[src/hdl/psse_pkg.sv]
// Package for the per-source sequence extender: item types, table entry type
// and fixed constants. No dependencies.
package psse_pkg;

    localparam int SEQ_W  = 8;
    localparam int ADDR_W = 16;
    localparam int ROLL_W = 8;
    localparam int EXT_W  = 16;

    // Depth of the queue between the front and the back part.
    localparam int QUEUE_DEPTH = 2;
    localparam int QUEUE_PTR_W = $clog2(QUEUE_DEPTH);
    localparam int QUEUE_CNT_W = $clog2(QUEUE_DEPTH + 1);

    // Value of the gap register after reset.
    localparam logic [SEQ_W-1:0] WRAP_GAP_RESET = 8'd250;

    typedef struct packed {
        logic [SEQ_W-1:0]  sequence_number;
        logic [ADDR_W-1:0] src_addr;
    } in_item_t;

    typedef struct packed {
        logic [EXT_W-1:0] extended_number;
        logic             rolled_over;
        logic             new_source;
        logic             table_full;
    } out_item_t;

    typedef struct packed {
        logic [ADDR_W-1:0] address;
        logic [SEQ_W-1:0]  last_number;
        logic [ROLL_W-1:0] rollovers;
    } entry_t;

endpackage

[src/hdl/psse_front.sv]
// Front part of the sequence extender: a short item queue that decouples the
// input side from the table engine. Depends on psse_pkg.
module psse_front (
    input  logic               clk,
    input  logic               rst_n,
    input  logic               push,
    output logic               full,
    input  psse_pkg::in_item_t in_item,
    input  logic               deq,
    output logic               q_empty,
    output psse_pkg::in_item_t q_item
);
    import psse_pkg::*;

    in_item_t                 slots_reg [QUEUE_DEPTH];
    logic [QUEUE_PTR_W-1:0]   wr_ptr_reg, wr_ptr_next;
    logic [QUEUE_PTR_W-1:0]   rd_ptr_reg, rd_ptr_next;
    logic [QUEUE_CNT_W-1:0]   count_reg, count_next;
    logic                     do_push;
    logic                     do_pop;

    // Status towards both sides.
    assign full    = (count_reg == QUEUE_CNT_W'(QUEUE_DEPTH));
    assign q_empty = (count_reg == '0);
    assign q_item  = slots_reg[rd_ptr_reg];

    assign do_push = push && !full;
    assign do_pop  = deq && !q_empty;

    // Pointer and occupancy update.
    always_comb
    begin
        wr_ptr_next = wr_ptr_reg;
        rd_ptr_next = rd_ptr_reg;
        count_next  = count_reg;
        if (do_push)
        begin
            wr_ptr_next = (wr_ptr_reg == QUEUE_PTR_W'(QUEUE_DEPTH - 1)) ? '0 : wr_ptr_reg + 1'b1;
        end
        if (do_pop)
        begin
            rd_ptr_next = (rd_ptr_reg == QUEUE_PTR_W'(QUEUE_DEPTH - 1)) ? '0 : rd_ptr_reg + 1'b1;
        end
        if (do_push && !do_pop)
        begin
            count_next = count_reg + 1'b1;
        end
        else if (do_pop && !do_push)
        begin
            count_next = count_reg - 1'b1;
        end
    end

    always_ff @(posedge clk or negedge rst_n)
    begin
        if (!rst_n)
        begin
            wr_ptr_reg <= '0;
            rd_ptr_reg <= '0;
            count_reg  <= '0;
        end
        else
        begin
            wr_ptr_reg <= wr_ptr_next;
            rd_ptr_reg <= rd_ptr_next;
            count_reg  <= count_next;
        end
    end

    // Item storage carries no reset.
    always_ff @(posedge clk)
    begin
        if (do_push)
        begin
            slots_reg[wr_ptr_reg] <= in_item;
        end
    end

endmodule

[src/hdl/psse_engine.sv]
// Back part of the sequence extender: source table memory, scan sequencer,
// rollover update and result register. Depends on psse_pkg.
module psse_engine #(
    parameter int TABLE_DEPTH = 128
) (
    input  logic                clk,
    input  logic                rst_n,
    input  logic                q_empty,
    input  psse_pkg::in_item_t  q_item,
    output logic                deq,
    input  logic                wr_en,
    input  logic [7:0]          wr_data,
    output logic                empty,
    input  logic                pop,
    output psse_pkg::out_item_t out_item
);
    import psse_pkg::*;

    localparam int IDX_W = (TABLE_DEPTH > 1) ? $clog2(TABLE_DEPTH) : 1;
    localparam int CNT_W = $clog2(TABLE_DEPTH + 1);
    localparam logic [CNT_W-1:0] DEPTH_C = CNT_W'(TABLE_DEPTH);

    typedef enum logic [1:0] {
        ST_IDLE = 2'b01,
        ST_SCAN = 2'b10
    } state_t;

    state_t            state_reg, state_next;
    in_item_t          item_reg;
    logic [CNT_W-1:0]  scan_idx_reg, scan_idx_next;
    logic              rd_vld_reg, rd_vld_next;
    logic [IDX_W-1:0]  rd_idx_reg;
    entry_t            rd_data_reg;
    logic [CNT_W-1:0]  used_reg, used_next;
    logic [SEQ_W-1:0]  gap_reg;
    logic              res_valid_reg, res_valid_next;
    out_item_t         res_reg, res_next;

    entry_t            table_mem [TABLE_DEPTH];

    logic              start;
    logic              issue;
    logic              hit;
    logic              miss_end;
    logic              room;
    logic              rolled;
    logic [ROLL_W-1:0] new_rolls;
    logic              mem_we;
    logic [IDX_W-1:0]  mem_waddr;
    entry_t            mem_wdata;

    assign empty    = !res_valid_reg;
    assign out_item = res_reg;

    // Start an item once the result slot is free.
    assign start = (state_reg == ST_IDLE) && !q_empty && !res_valid_reg;
    assign deq   = start;

    // Scan: one table read issued per cycle; each read entry is then compared from its register.
    assign issue    = (state_reg == ST_SCAN) && (scan_idx_reg < used_reg);
    assign hit      = (state_reg == ST_SCAN) && rd_vld_reg
                      && (rd_data_reg.address == item_reg.src_addr);
    assign miss_end = (state_reg == ST_SCAN) && !issue && !rd_vld_reg;
    assign room     = (used_reg < DEPTH_C);

    // Rollover test for a known source.
    assign rolled = (rd_data_reg.last_number > item_reg.sequence_number)
                    && ((rd_data_reg.last_number - item_reg.sequence_number) > gap_reg);
    assign new_rolls = rd_data_reg.rollovers + ROLL_W'(rolled);

    // Table write: update on a hit, allocation on a miss with room left.
    always_comb
    begin
        mem_we    = hit || (miss_end && room);
        mem_waddr = hit ? rd_idx_reg : used_reg[IDX_W-1:0];
        mem_wdata.address     = item_reg.src_addr;
        mem_wdata.last_number = item_reg.sequence_number;
        mem_wdata.rollovers   = hit ? new_rolls : '0;
    end

    // Sequencer and result formation.
    always_comb
    begin
        state_next     = state_reg;
        scan_idx_next  = scan_idx_reg;
        rd_vld_next    = 1'b0;
        used_next      = used_reg;
        res_valid_next = res_valid_reg;
        res_next       = res_reg;
        if (res_valid_reg && pop)
        begin
            res_valid_next = 1'b0;
        end
        case (state_reg)
            ST_IDLE:
            begin
                if (start)
                begin
                    state_next    = ST_SCAN;
                    scan_idx_next = '0;
                end
            end
            ST_SCAN:
            begin
                if (hit)
                begin
                    state_next               = ST_IDLE;
                    res_valid_next           = 1'b1;
                    res_next.extended_number = {new_rolls, item_reg.sequence_number};
                    res_next.rolled_over     = rolled;
                    res_next.new_source      = 1'b0;
                    res_next.table_full      = 1'b0;
                end
                else if (miss_end)
                begin
                    state_next     = ST_IDLE;
                    res_valid_next = 1'b1;
                    if (room)
                    begin
                        used_next                = used_reg + 1'b1;
                        res_next.extended_number = {{ROLL_W{1'b0}}, item_reg.sequence_number};
                        res_next.rolled_over     = 1'b0;
                        res_next.new_source      = 1'b1;
                        res_next.table_full      = 1'b0;
                    end
                    else
                    begin
                        res_next.extended_number = '0;
                        res_next.rolled_over     = 1'b0;
                        res_next.new_source      = 1'b0;
                        res_next.table_full      = 1'b1;
                    end
                end
                else if (issue)
                begin
                    scan_idx_next = scan_idx_reg + 1'b1;
                    rd_vld_next   = 1'b1;
                end
            end
            default:
            begin
                state_next = ST_IDLE;
            end
        endcase
    end

    // Control registers.
    always_ff @(posedge clk or negedge rst_n)
    begin
        if (!rst_n)
        begin
            state_reg     <= ST_IDLE;
            scan_idx_reg  <= '0;
            rd_vld_reg    <= 1'b0;
            used_reg      <= '0;
            gap_reg       <= WRAP_GAP_RESET;
            res_valid_reg <= 1'b0;
        end
        else
        begin
            state_reg     <= state_next;
            scan_idx_reg  <= scan_idx_next;
            rd_vld_reg    <= rd_vld_next;
            used_reg      <= used_next;
            res_valid_reg <= res_valid_next;
            if (wr_en)
            begin
                gap_reg <= wr_data;
            end
        end
    end

    // Payload registers.
    always_ff @(posedge clk)
    begin
        if (start)
        begin
            item_reg <= q_item;
        end
        if (issue)
        begin
            rd_idx_reg <= scan_idx_reg[IDX_W-1:0];
        end
        res_reg <= res_next;
    end

    // Source table: one write port, one registered read port.
    always_ff @(posedge clk)
    begin
        if (mem_we)
        begin
            table_mem[mem_waddr] <= mem_wdata;
        end
        if (issue)
        begin
            rd_data_reg <= table_mem[scan_idx_reg[IDX_W-1:0]];
        end
    end

endmodule

[src/hdl/per_source_sequence_extender_core.sv]
// An item taken by an idle block is scanned against the table, one table entry being read
// per cycle and each read entry compared with the item's source, until the source is found
// or every known source has missed; the result is then registered.
// The engine starts an item only after the previous result is taken, so it does not take
// a new item while one is being scanned or its result is still waiting for the receiver.
// Reset empties the queue, the result register and the fill count and sets the gap to 250.
module per_source_sequence_extender_core #(
    parameter int TABLE_DEPTH = 128
) (
    input  logic                clk,
    input  logic                rst_n,
    input  logic                push,
    output logic                full,
    input  psse_pkg::in_item_t  in_item,
    output logic                empty,
    input  logic                pop,
    output psse_pkg::out_item_t out_item,
    input  logic                wr_en,
    input  logic [7:0]          wr_data
);
    import psse_pkg::*;

    logic     q_empty;
    logic     deq;
    in_item_t q_item;

    // Front part: input item queue.
    psse_front u_front (
        .clk     (clk),
        .rst_n   (rst_n),
        .push    (push),
        .full    (full),
        .in_item (in_item),
        .deq     (deq),
        .q_empty (q_empty),
        .q_item  (q_item)
    );

    // Back part: table scan, update and result register.
    psse_engine #(
        .TABLE_DEPTH (TABLE_DEPTH)
    ) u_engine (
        .clk      (clk),
        .rst_n    (rst_n),
        .q_empty  (q_empty),
        .q_item   (q_item),
        .deq      (deq),
        .wr_en    (wr_en),
        .wr_data  (wr_data),
        .empty    (empty),
        .pop      (pop),
        .out_item (out_item)
    );

endmodule

[config.mk]
export PLATFORM = sky130hd
export DESIGN_NAME = per_source_sequence_extender_core
export DESIGN_NICKNAME = d
export VERILOG_FILES = /design/src/hdl/psse_pkg.sv /design/src/hdl/psse_front.sv /design/src/hdl/psse_engine.sv /design/src/hdl/per_source_sequence_extender_core.sv
export SDC_FILE = /design/constraint.sdc
export NUM_CORES = 2
export LEC_CHECK = 0
export BUFFER_PORTS_ARGS = -buffer_cell sky130_fd_sc_hd__buf_4
export CELL_PAD_IN_SITES_DETAIL_PLACEMENT = 1
export CELL_PAD_IN_SITES_GLOBAL_PLACEMENT = 1
export CORE_MARGIN = 5
export CORE_UTILIZATION = 48
export DETAILED_ROUTE_END_ITERATION = 7
export GPL_TIMING_DRIVEN = 0
export PLACE_DENSITY = 0.66
export SYNTH_ARGS = -nofsm -noshare
export SYNTH_HDL_FRONTEND = slang
export SYNTH_MEMORY_MAX_BITS = 65536
export SYNTH_SLANG_ARGS = --single-unit
[constraint.sdc]
create_clock -name clk -period 22.9 [get_ports clk]
set_clock_uncertainty 0.2 [all_clocks]
set_input_delay 1.145 -clock clk [delete_from_list [all_inputs] [get_ports clk]]
set_output_delay 1.145 -clock clk [all_outputs]
set_load 0.01 [all_outputs]
==> run summary <==
status: finished with violations
failing checks: max-capacitance violations, max-slew violations
period utilisation layout: 28.9%
root buf cell: clkbuf_16
pin count of the biggest net entering global routing: 41
post-synth top area cell: edfxtp_1
Clock Path Buffers: 4
placed cells: 12,100
share of cells above drive strength 1: 30.8%
CTS tree: yes
via/cell ratio: 6.38
actual slew at the worst max-slew pin: 1.73 ns
Final ANT Viol Nets: 0
first-pass GRT wire length: 696,000 um
initial antenna violation count: 40
CP max FO: 32
Leakage: 61.7 nW
Syn Nets: 7,171
Die Y: 594 um
Synth async-reset ratio: 0.752%
Pwr Total: 0.0205 W
Die ar.: 353,000 um^2
CP Launch Type: flop
max reg flops: 4,096
half-perimeter wire length after placement: 362,000 um
gpl congestion: 1.00
Final Non-Filler Cells: 12,900
Post-layout nets: 8,039
worst vdd ir: 0.0971 mV
H-tree depth: 5
vias in the first global route: 83,100
CTS Buf Count: 436
Setup Viol. Count Final: 0
critical path class: reg2reg
Synth Register Bits: 4,258
Synth top area share: 77.6%
Arr. time, crit path: 7.18 ns
Total Neg Setup Slack: 0 ns
Unique masters post-synth: 55
GR Util All Layers: 28.4%
I/O pin cnt: 58
Fin. Hold Viols: 0
Synth Cell Area: 164,000 um^2
DRT iter0 DRCs: 10,900
number of synthesized flops with an enable pin: 4,226
Area Overhead vs Synth: 18.2%
Die Wd: 594 um
Hold Path Class: in2reg
RSZ-0062 raised after global routing: no
Core Region: 340,000 um^2
CP Capture Type: flop
syn_area_per_cell: 23.0 um^2
relative slew slack: -15.6%
Synth Flop Type: edfxtp_1
Starting Density: 48.2%
FILL cells: 28,300
Gate Count Post-Synth: 7,103
PD cells: 106 nW/um^2
Post-CTS Setup Bufs: 0
routed length per instance: 39.2 um
DR pass1 iterations: 6
Area contributors post-synth: edfxtp_1, mux4_2, mux2i_1, a221oi_1, mux2_2
clock sinks: 4,258
Max Clock Freq: 0.151 GHz
Ys Warns: 0
Reg clk slew, reported paths: 0.06 ns
worst skew pair latency: 1.01 ns
DRC: 0
Final Hold Slack: 0.143 ns
Period minus WS final: 6.62 ns
Commonest cells post-synth: edfxtp_1, mux4_2, mux2i_1
row cnt: 214
most frequent cell after synthesis: edfxtp_1
Worst Path Required: 23.45 ns
Port Buffers: 57
final slew viol count: 31
sequential cell area fraction in the yosys report: 78.1%
final wirelength: 506,000 um
Vias: 82,200
max-cap violations: 2
grt ovf: 0
area by class of cell:
class                      count  area (um^2)  share of cell area (%)
sequential                  4258       128000                    66.1
tap                         4536         5680                    2.94
inverter                      40          150                  0.0777
timing repair buffer         430         8410                    4.35
clock inverter               283         3040                    1.57
clock buffer                 523        11300                    5.84
antenna                       10         25.0                  0.0129
buffer                       373         2070                    1.07
multi-input combinational   2432        34900                    18.1
cells by family (layout without fill, tap and decap cells):
kind of cell	Yosys count	count (layout)	synth area share, %
buf+inv	413	1649	1.36
xor+xnor	39	39	0.209
fa+ha+maj	31	31	0.242
other cells	0	10	0
flops	4258	4258	78.1
compound gates	485	485	2.18
simple gates	437	437	1.22
mux	1440	1440	16.7
repair_timing:
item                      4_1_cts  5_1_grt
resized for setup               0        0
hold buffers                    1        0
hold endpoints to repair       12        0
stage by stage:
| stage | instance area [um^2] | utilization [%] | setup slack (ns) |
|---|---|---|---|
| 2_1_floorplan | 164000 | - | 14.07 |
| 3_3_place_gp | 170000 | 50.0 | 4.09 |
| 3_5_place_dp | 179000 | 52.7 | 16.27 |
| 4_1_cts | 193000 | 56.9 | 16.21 |
| 5_1_grt | 193000 | 56.9 | 15.81 |
| 6_report | 193000 | 56.9 | 16.28 |
power breakdown:
part / leakage, nW / internal (W) / total, W / switching (W)
Clock: 6.92 / 0.00408 / 0.00715 / 0.00308
Sequential: 41.1 / 0.00946 / 0.00962 / 0.000162
Combinational: 13.7 / 0.00144 / 0.00377 / 0.00233
final timing paths:
check	startpoint	to	slack (ns)	cells past startpoint
hold / removal	wr_data[6]	u_engine.gap_reg[6]	0.14	3
max in group asynchronous	rst_n	u_engine.scan_idx_reg[3]	21.34	2
setup reg to reg	u_engine.item_reg[17]	u_engine.table_mem[51][7]	16.28	24
hold reg to reg	u_front.count_reg[1]	u_front.count_reg[1]	0.30	1
min in group asynchronous	rst_n	u_front.count_reg[1]	0.57	2
setup / recovery	u_engine.item_reg[17]	u_engine.table_mem[51][7]	16.28	24
placed cells by master (no fill, tap or decap), types with 23 or more instances in the layout:
cell,instances
mux2i_1,323
mux2_2,91
buf_16,191
nor3_1,58
o2111ai_1,32
a221oi_2,25
clkinv_2,74
edfxtp_1,4226
buf_4,164
a221oi_1,135
mux4_2,1024
o21ai_0,51
nor2_4,135
dfrtp_1,25
clkbuf_1,220
ha_1,30
xnor2_1,24
buf_12,108
a22oi_1,32
bufinv_16,49
buf_2,131
buf_6,42
nand3_1,46
nor2_1,67
a21oi_1,109
nand2_1,40
a22o_1,66
clkbuf_16,438
buf_1,23
inv_1,39
clkinv_1,115
routing by layer:
layer | vias to the layer above | track usage (%) | part of all wire [%]
met3 | 806 | 7.75 | 10
met5 | - | 0.581 | 0.093
met2 | 4342 | 42.2 | 45
met1 | 44700 | 39.8 | 39
met4 | 10 | 12.0 | 5.0
li1 | 32300 | - | -
worst max-delay path, cell delays in order, from the launching register on:
cell,delay (ns)
edfxtp_1,0.97
buf_16,0.25
buf_16,0.19
buf_16,0.18
inv_1,0.08
ha_1,0.29
nor2b_1,0.13
o21ai_0,0.17
nand2b_1,0.11
a21o_1,0.20
a21oi_1,0.24
o21ai_0,0.17
xor2_1,0.18
ha_1,0.30
and3_1,0.20
nand4_1,0.09
o21ai_0,0.08
a21oi_1,0.19
nor2b_1,0.18
ha_1,0.23
and3_1,0.17
nand3_1,0.09
xor2_1,0.21
nor2_4,0.83
buf_12,0.29
No activity file was read; power rests on OpenSTA's default activity.
